**config.mk**
```make
export PLATFORM = sky130hd
export DESIGN_NAME = mpsm_seq
export DESIGN_NICKNAME = d
export VERILOG_FILES = /design/src/rtl/mpsm_pkg.sv /design/src/rtl/mpsm_seq.sv
export SDC_FILE = /design/constraint.sdc
export NUM_CORES = 1
export LEC_CHECK = 0
export BUFFER_PORTS_ARGS = -buffer_cell sky130_fd_sc_hd__buf_2
export CAP_MARGIN = 20
export CORE_AREA = 8 8 78 80
export DETAILED_ROUTE_END_ITERATION = 12
export DIE_AREA = 0 0 86 88
export HOLD_SLACK_MARGIN = 0.12
export PLACE_DENSITY = 0.79
export SETUP_SLACK_MARGIN = 0.3
export SYNTH_ARGS = -nofsm -noshare
export SYNTH_HDL_FRONTEND = slang
export SYNTH_SLANG_ARGS = --single-unit
```
**constraint.sdc**
```tcl
create_clock -name clk -period 2.2 [get_ports clk]
set_input_delay 0.44 -clock clk [delete_from_list [all_inputs] [get_ports clk]]
set_output_delay 0.44 -clock clk [all_outputs]
set_load 0.01 [all_outputs]
```
**src/rtl/mpsm_pkg.sv**
```systemverilog
package mpsm_pkg;

    localparam int VEC_WORDS     = 8;
    localparam int ALPHABET_SIZE = 128;

    localparam int DATA_W     = 32;
    localparam int CHAR_W     = 7;
    localparam int WIDX_W     = 3;
    localparam int OP_W       = 2;
    localparam int WORD_W     = (VEC_WORDS > 1) ? $clog2(VEC_WORDS) : 1;
    localparam int CHAR_IDX_W = $clog2(ALPHABET_SIZE);
    localparam int RAM_DEPTH  = ALPHABET_SIZE << WORD_W;
    localparam int ADDR_W     = CHAR_IDX_W + WORD_W;

    localparam int IN_TDATA_W  = 48;
    localparam int OUT_TDATA_W = 8;

    typedef enum logic [OP_W-1:0] {
        OP_TEXT      = 2'd0,
        OP_CHAR_MASK = 2'd1,
        OP_START     = 2'd2,
        OP_END       = 2'd3
    } op_t;

    typedef enum logic [1:0] {
        ST_CLEAR,
        ST_IDLE,
        ST_RUN,
        ST_DONE
    } state_t;

    typedef struct packed {
        logic              wr_start;
        logic              wr_end;
        logic [WORD_W-1:0] wr_word;
        logic [DATA_W-1:0] wr_data;
        logic              step;
        logic              first;
        logic              zero_mask;
        logic [WORD_W-1:0] step_word;
    } dp_ctrl_t;

endpackage

```
**src/rtl/mpsm_seq.sv**
```systemverilog
module mpsm_seq (
    input  logic                           clk,
    input  logic                           rst_n,
    input  logic                           s_axis_tvalid,
    output logic                           s_axis_tready,
    input  logic [mpsm_pkg::OP_W-1:0]      op_in,
    input  logic [mpsm_pkg::CHAR_W-1:0]    char_in,
    input  logic [mpsm_pkg::WIDX_W-1:0]    word_in,
    input  logic [mpsm_pkg::DATA_W-1:0]    mask_in,
    output logic                           m_axis_tvalid,
    input  logic                           m_axis_tready,
    output logic                           match,
    output logic                           ram_we,
    output logic [mpsm_pkg::ADDR_W-1:0]    ram_waddr,
    output logic [mpsm_pkg::DATA_W-1:0]    ram_wdata,
    output logic                           ram_re,
    output logic [mpsm_pkg::ADDR_W-1:0]    ram_raddr,
    output mpsm_pkg::dp_ctrl_t             ctrl,
    input  logic                           hit
);
    import mpsm_pkg::*;

    state_t              state_reg, state_next;
    logic [ADDR_W-1:0]   clr_cnt_reg, clr_cnt_next;
    logic [WORD_W-1:0]   word_reg, word_next;
    logic [CHAR_W-1:0]   ch_reg, ch_next;
    logic                mval_reg, mval_next;
    logic                match_reg, match_next;

    op_t                 op;
    logic                accept;
    logic                load_ok;
    logic                ch_reg_ok;
    logic                last_word;
    logic                out_free;
    logic [WORD_W-1:0]   word_succ;

    assign op        = op_t'(op_in);
    assign accept    = s_axis_tvalid && s_axis_tready;
    assign load_ok   = (int'(word_in) < VEC_WORDS);
    assign ch_reg_ok = (int'(ch_reg) < ALPHABET_SIZE);
    assign last_word = (word_reg == WORD_W'(VEC_WORDS - 1));
    assign out_free  = !mval_reg || m_axis_tready;
    assign word_succ = word_reg + 1'b1;

    always_comb
    begin
        state_next = state_reg;
        case (state_reg)
            ST_CLEAR:
            begin
                if (clr_cnt_reg == ADDR_W'(RAM_DEPTH - 1))
                begin
                    state_next = ST_IDLE;
                end
            end
            ST_IDLE:
            begin
                if (accept && op == OP_TEXT)
                begin
                    state_next = ST_RUN;
                end
            end
            ST_RUN:
            begin
                if (last_word)
                begin
                    state_next = ST_DONE;
                end
            end
            ST_DONE:
            begin
                if (out_free)
                begin
                    state_next = ST_IDLE;
                end
            end
            default:
            begin
                state_next = ST_IDLE;
            end
        endcase
    end

    always_comb
    begin
        s_axis_tready  = 1'b0;
        ram_we         = 1'b0;
        ram_waddr      = {CHAR_IDX_W'(char_in), WORD_W'(word_in)};
        ram_wdata      = mask_in;
        ram_re         = 1'b0;
        ram_raddr      = {CHAR_IDX_W'(char_in), WORD_W'(0)};
        ctrl           = '0;
        ctrl.wr_word   = WORD_W'(word_in);
        ctrl.wr_data   = mask_in;
        ctrl.step_word = word_reg;
        ctrl.first     = (word_reg == '0);
        ctrl.zero_mask = !ch_reg_ok;
        clr_cnt_next   = clr_cnt_reg;
        word_next      = word_reg;
        ch_next        = ch_reg;
        mval_next      = mval_reg && !m_axis_tready;
        match_next     = match_reg;
        case (state_reg)
            ST_CLEAR:
            begin
                ram_we       = 1'b1;
                ram_waddr    = clr_cnt_reg;
                ram_wdata    = '0;
                clr_cnt_next = clr_cnt_reg + 1'b1;
            end
            ST_IDLE:
            begin
                s_axis_tready = 1'b1;
                if (accept)
                begin
                    case (op)
                        OP_TEXT:
                        begin
                            ram_re    = 1'b1;
                            word_next = '0;
                            ch_next   = char_in;
                        end
                        OP_CHAR_MASK:
                        begin
                            ram_we = load_ok && (int'(char_in) < ALPHABET_SIZE);
                        end
                        OP_START:
                        begin
                            ctrl.wr_start = load_ok;
                        end
                        OP_END:
                        begin
                            ctrl.wr_end = load_ok;
                        end
                        default:
                        begin
                            ram_we = 1'b0;
                        end
                    endcase
                end
            end
            ST_RUN:
            begin
                ctrl.step = 1'b1;
                ram_re    = !last_word;
                ram_raddr = {CHAR_IDX_W'(ch_reg), word_succ};
                word_next = word_succ;
            end
            ST_DONE:
            begin
                if (out_free)
                begin
                    mval_next  = 1'b1;
                    match_next = hit;
                end
            end
            default:
            begin
                ram_we = 1'b0;
            end
        endcase
    end

    always_ff @(posedge clk or negedge rst_n)
    begin
        if (!rst_n)
        begin
            state_reg   <= ST_CLEAR;
            clr_cnt_reg <= '0;
            word_reg    <= '0;
            mval_reg    <= 1'b0;
        end
        else
        begin
            state_reg   <= state_next;
            clr_cnt_reg <= clr_cnt_next;
            word_reg    <= word_next;
            mval_reg    <= mval_next;
        end
    end

    always_ff @(posedge clk)
    begin
        ch_reg    <= ch_next;
        match_reg <= match_next;
    end

    assign m_axis_tvalid = mval_reg;
    assign match         = match_reg;

endmodule

```
==> flow_metrics.tcl, run 1 <==
set metrics [dict create \
    fillerInstances 411 \
    wire_length_of_the_first_global_routing_pass_mm 8.54 \
    combinational_share_of_power_pct 68.1 \
    drt_wl_total_mm 5.75 \
    effective_utilization_at_floorplan_pct 37.3 \
    source_of_the_worst_hold_timing_path "hit" \
    min-delay-path-class "input port to flop" \
    rows 26 \
    number_of_port_buffers 147 \
    multi_input_area_um2 988 \
    first_iter_violations 64 \
    layout_min_cycle_time_ns 2.02 \
    setup.worst_path.start_class "flop" \
    power.density_nw_per_um2 1080 \
    num_io_pins 149 \
    synth.largest_area_cell "sky130_fd_sc_hd__dfrtp_1" \
    drt_pass1_iterations 4 \
    core_area_um2 4910 \
    track_usage_pct 13.9 \
    cp_data_arrival_time_ns 1.58 \
    dr_wl_met3_um 526 \
    grt.overflow.total 0 \
    power.net_switching_mw 1.23 \
    whs_endpoint "match$_DFFE_PP_" \
    cts.sinks 24 \
    detail_route.vias_per_cell 4.53 \
    cp_data_required_time_ns 1.76 \
    largest_register_ffs 10 \
    area_taken_by_flip_flops_and_latches_um2 641 \
    rsz0062_at_grt "true" \
    status "finished clean" \
    antenna_left 0 \
    pre_cts_slack_ns 0.192 \
    met2_length_mm 2.96 \
    post-route-period-util_pct 91.7 \
    layout_nets 370 \
    max-vdd-ir-drop_mv 0.417 \
    relative_contribution_of_the_clock_network_to_total_power_pct 8.4 \
    diodes 0 \
    postSynthNetCount 238 \
    worst_r2r_path_depth 9 \
    crit_end_category "output port" \
    maxcap_violations 0 \
    static-leakage-power_nw 1.54 \
    sequential_share_of_power_pct 23.5 \
    maxClockFrequency_mhz 496 \
    int_pwr_mw 1.86 \
    detail_routed_net_length_per_standard_cell_um 15.0 \
    synthesis.area_um2 1830 \
    initial_antenna_violation_count 0 \
    routed_metal_1_wire_length_mm 2.20 \
    detailroute.via_count 1729 \
    report.final.setup_viol 0 \
    largest_net_degree_at_the_start_of_global_routing 17 \
    timing.setup.critical_path_class "flop to output port" \
    yosysWarnings 0 \
    insertion_delay_ns 0.26 \
    post_synth_main_area_contributors "sky130_fd_sc_hd__dfrtp_1, sky130_fd_sc_hd__buf_4, sky130_fd_sc_hd__edfxtp_1" \
    timing.final.hold_violations 0 \
    fp.dieW_um 86 \
    worst_clock_skew_ns 0.00196 \
    route.top_layer_used "met4" \
    sequential_fraction_of_the_synthesis_area_pct 34.9 \
    setup.reg_to_reg.worst_slack_ns 0.40 \
    gp_routability_congestion 0.820 \
    cts_tree "built" \
    top_area_cell_type_share_of_the_netlist_area_pct 21.8 \
    crit-reg2reg-launch "state_reg[0]$_DFFE_PN0P_" \
    postSynthAreaPerCell_um2 10.1 \
    drive_gt1_share_pct 67.9 \
    first_global_vias 1852 \
    post-route-drc-count 0 \
    setup_total_negative_slack_ns 0 \
    synth_cells 181 \
    final-max-slew-violation-count 0 \
    area_growth_pct 55.7 \
    switching_part_of_the_total_pct 39.8 \
    yosysUniqueCellTypes 35 \
    timing.critical_path.from "state_reg[0]$_DFFE_PN0P_" \
    layout_setup_ws_ns 0.182 \
    floorplan.die.height_um 88 \
    clk_pin_slew_ns 0.08 \
    hpwlAfterDp_mm 4.50 \
    regToRegEndpoint "clr_cnt_reg[9]$_DFFE_PN0P_" \
    max-clock-path-buffers 2 \
    clock-root-buffer "sky130_fd_sc_hd__clkbuf_8" \
    cts_inserted_buffers 3 \
    min_path_cells 1 \
    timing.critical_path.fanout_max 5 \
    ctsHtreeMaxLevel 1 \
    ys_seq_elements 24 \
    dieArea_um2 7570 \
]
through the flow:
step           cell area (um2)  cells  power [mW]  utilization [%]  hold WS, ns
2_1_floorplan             1830    181        1.68                -        0.144
3_3_place_gp              2410    360        2.24             49.0        0.373
3_5_place_dp              2410    360        2.29             49.0        0.376
4_1_cts                   2620    377        2.81             53.3        0.349
5_1_grt                   2860    382        3.32             58.1        0.340
6_report                  2860    382        3.09             58.1        0.354
placed cells by master, fill, tap and decap left out, drive strengths merged, types with 2 or more instances in the layout:
cell type / instances
nand3: 4
edfxtp: 8
buf: 166
inv: 8
and2: 4
nand4: 3
xnor2: 3
dfrtp: 16
mux2: 20
nor2: 4
nand2b: 2
clkbuf: 5
a22o: 2
xor2: 6
nor2b: 35
nand2: 5
ha: 8
nor3: 2
cells by family after synthesis:
family	Yosys count	share of synthesized area, %
other	1	0.204
buffers and inverters	50	17.7
flip-flops	24	34.9
adder cells (fa/ha/maj)	8	5.46
multiplexers	21	13.0
AND/OR/NAND/NOR	61	21.1
XOR/XNOR	9	4.30
AO/OA/AOI/OAI	7	3.21
cells in the mapped netlist, drive strengths merged:
| cell | number |
|---|---|
| clkbuf | 3 |
| a21oi | 1 |
| ha | 8 |
| xnor2 | 3 |
| nand4 | 3 |
| o21a | 1 |
| a22o | 2 |
| inv | 8 |
| mux2 | 20 |
| a41o | 1 |
| and4bb | 1 |
| dfrtp | 16 |
| xor2 | 6 |
| conb | 1 |
| and3 | 1 |
| nor3 | 2 |
| nand2 | 5 |
| o31ai | 1 |
| buf | 39 |
| nor2b | 35 |
| nand3 | 4 |
| nand2b | 2 |
| a31oi | 1 |
| and2 | 4 |
| mux2i | 1 |
| nor2 | 4 |
| edfxtp | 8 |
what timing repair did:
action                                 CTS  global route
cloned                                   0             2
setup endpoints to repair               48            57
resized for setup                       15            36
setup buffers                           12             3
pin swaps                                3             2
hold buffers                             1             0
endpoints found under the hold margin   16             0
critical path: stages (launching register included):
cell	delay [ns]
sky130_fd_sc_hd__dfrtp_1	0.40
sky130_fd_sc_hd__inv_2	0.11
sky130_fd_sc_hd__ha_4	0.21
sky130_fd_sc_hd__clkbuf_16	0.16
sky130_fd_sc_hd__mux2_4	0.30
sky130_fd_sc_hd__buf_6	0.12
area by class of cell:
class / instances / area share [%]
Timing Repair Buffer: 169 / 37.2
Inverter: 8 / 1.05
Clock inverter: 1 / 0.131
Multi-Input combinational cell: 107 / 34.6
Tap cell: 70 / 3.07
Sequential cell: 24 / 22.4
Clock buffer: 3 / 1.45
how the worst max path moves through the flow:
stage | endpoint | slack [ns] | cells past startpoint
after floorplan | ram_raddr[3] | 0.33 | 4
after CTS | ram_waddr[9] | 0.20 | 5
after global routing | ram_waddr[5] | 0.13 | 5
after global placement | ram_raddr[3] | 0.28 | 4
after detailed placement | ram_raddr[8] | 0.19 | 4
final | ram_waddr[5] | 0.18 | 5
per-layer routing:
layer / vias to the layer above / global-route usage [%]
met1: 806 / 13.3
li1: 829 / -
met3: 4 / 5.82
met2: 90 / 26.0
met5: - / 0
met4: 0 / 5.25
power by group through the flow:
stage	Combinational, mW	Sequential, mW	Clock [mW]
floorplan	0.970	0.707	0
finish	2.11	0.726	0.260
CTS	1.83	0.711	0.266
detailed placement	1.56	0.724	0
global placement	1.53	0.715	0
global route	2.28	0.741	0.293
(Power assumes the default switching activity.)
==> run 2, diff against run 1 <==
Settings changed: CORE_AREA 8 8 78 80 to 8 8 81 83, DIE_AREA 0 0 86 88 to 0 0 89 91, PLACE_DENSITY 0.79 to 0.76.
Clock period 2.2 ns to 1.6 ns, I/O delays scaled along.
==> run 2 against run 1 <==
- the flow now finishes with violations (negative setup slack)
- clock skew increased by 0.0048 ns
- register-to-register slack got worse by 0.71 ns
- sequential power increased by 31%
- critical path type is now flop to flop
- clock power increased by 110%
- non-clock buffer count increased by 30
- final cell count increased by 8.4%
- worst hold slack got worse by 0.12 ns
- combinational power increased by 98%
- global-route usage increased by 1.4 points
- flip-flop and latch count unchanged
- core utilization increased by 7.3 points
- largest cell class unchanged
- wire length increased by 27%
==> flow_metrics.tcl, run 2 (synthesized netlist as in run 1, its figures left out) <==
set metrics [dict create \
    gp_routability_congestion 0.783 \
    post-route-drc-count 0 \
    post-route-util_pct 65.4 \
    multi_input_area_um2 1190 \
    timing.critical_path.fanout_max 7 \
    dieArea_um2 8100 \
    layout.cells.most_common "sky130_fd_sc_hd__buf_2" \
    timing.setup.critical_path_class "flop to flop" \
    drt_pass1_iterations 4 \
    initial_antenna_violation_count 0 \
    hpwlAfterDp_mm 4.62 \
    final-max-slew-violation-count 0 \
    timing.final.hold_violations 0 \
    first_global_vias 2065 \
    grt.overflow.total 0 \
    detail_route.vias_per_cell 4.57 \
    largest_register_ffs 10 \
    maxClockFrequency_mhz 522 \
    layout_min_cycle_time_ns 1.91 \
    cts_inserted_buffers 3 \
    clock-root-buffer "sky130_fd_sc_hd__clkbuf_8" \
    insertion_delay_ns 0.27 \
    cp_data_required_time_ns 1.78 \
    clk_pin_slew_ns 0.09 \
    area_growth_pct 90.4 \
    largest_net_degree_at_the_start_of_global_routing 17 \
    layout_nets 400 \
    max-vdd-ir-drop_mv 0.909 \
    number_of_port_buffers 147 \
    track_usage_pct 15.3 \
    drive_gt1_share_pct 79.2 \
    antenna_left 0 \
    core_area_um2 5340 \
    setup.worst_path.start_class "flop" \
    maxcap_violations 0 \
    effective_utilization_at_floorplan_pct 34.4 \
    drt_wl_total_mm 7.29 \
    cts_tree "built" \
    slowest_stage "sky130_fd_sc_hd__dfrtp_1" \
    report.final.setup_viol 75 \
    status "finished with violations" \
    violations_in_the_final_reports "negative setup slack" \
    layout_setup_ws_ns -0.314 \
    floorplan.die.height_um 91 \
    wire_length_of_the_first_global_routing_pass_mm 10.0 \
    detailroute.via_count 1894 \
    mostFrequentLayoutCells "sky130_fd_sc_hd__buf_2, sky130_fd_sc_hd__buf_6, sky130_fd_sc_hd__buf_4, sky130_fd_sc_hd__mux2_4" \
    first_iter_violations 91 \
    diodes 0 \
    fp.dieW_um 89 \
    fillerInstances 397 \
    worst_clock_skew_ns 0.00672 \
    post-route-period-util_pct 120 \
    detail_routed_net_length_per_standard_cell_um 17.6 \
    worst_path_largest_cell_delay_ns 0.43 \
    power.density_nw_per_um2 1620 \
    rsz0062_at_grt "true" \
    crit_end_category "flop" \
    min-delay-path-class "input port to flop" \
    cp_num_buf_inv 4 \
    ctsHtreeMaxLevel 1 \
    path_cells "inv_2 -> ha_4 -> clkbuf_16 -> buf_4 -> buf_8 -> nand4_4 -> nor3_4 -> and3_1 -> xor2_1" \
    rows 27 \
    setup.reg_to_reg.worst_slack_ns -0.31 \
    cp_data_arrival_time_ns 2.09 \
    static-leakage-power_nw 1.83 \
    total_power_mw 5.67 \
    cts.sinks 24 \
    area_taken_by_flip_flops_and_latches_um2 641 \
    cp_top_family "simple AND/OR/NAND/NOR gates" \
    max-clock-path-buffers 2 \
    num_io_pins 149 \
]
==> run 2: path summary, 6_finish.rpt <==
check | to | depth (start not counted) | startpoint
setup / recovery | clr_cnt_reg[9]$_DFFE_PN0P_ | 9 | state_reg[1]$_DFFE_PN0P_
hold / removal | match$_DFFE_PP_ | 1 | hit
setup reg to reg | clr_cnt_reg[9]$_DFFE_PN0P_ | 9 | state_reg[1]$_DFFE_PN0P_
hold reg to reg | clr_cnt_reg[9]$_DFFE_PN0P_ | 1 | clr_cnt_reg[9]$_DFFE_PN0P_
max in group asynchronous | word_reg[0]$_DFFE_PN0P_ | 2 | rst_n
min in group asynchronous | clr_cnt_reg[1]$_DFFE_PN0P_ | 2 | rst_n
==> run 2: what timing repair did <==
| action | 4_1_cts | 5_1_grt |
|---|---|---|
| setup endpoints to repair | 78 | 83 |
| setup buffers | 18 | 9 |
| cloned | 0 | 1 |
| pin swaps | 10 | 11 |
| hold buffers | 1 | 0 |
| gates resized for setup | 58 | 64 |
| endpoints found under the hold margin | 16 | 0 |
==> run 2: layout make-up <==
cell class / count / area share [%]
Clock inverter: 1 / 0.860
Sequential cell: 24 / 18.3
Timing Repair Buffer: 199 / 41.9
Multi-Input combinational cell: 107 / 34.2
Inverter: 8 / 0.932
Tap cell: 72 / 2.58
Clock buffer: 3 / 1.18
==> run 2: stage by stage <==
step	area, um2	setup TNS, ns	cells	setup slack (ns)	hold slack (ns)
CTS	3110	-11.09	404	-0.303	0.233
global route	3490	-18.51	414	-0.359	0.221
detailed placement	2610	-1.25	381	-0.0800	0.258
global placement	2610	-0.759	381	-0.0634	0.258
finish	3490	-15.03	414	-0.314	0.230
floorplan	1910	-0.229	181	-0.0136	0.0244
==> run 2: metal layers <==
metal | share of wire (%) | global-route usage, %
met1 | 38 | 16.6
met5 | 0 | 0
met2 | 56 | 29.1
met4 | 1.6 | 5.41
met3 | 4.3 | 1.71
==> run 2: power breakdown <==
part           total (mW)  switching, mW  leakage (nW)  internal [mW]
Combinational        4.17           1.79          1.52           2.38
Clock               0.544          0.209        0.0357          0.335
Sequential          0.951          0.151         0.276          0.800
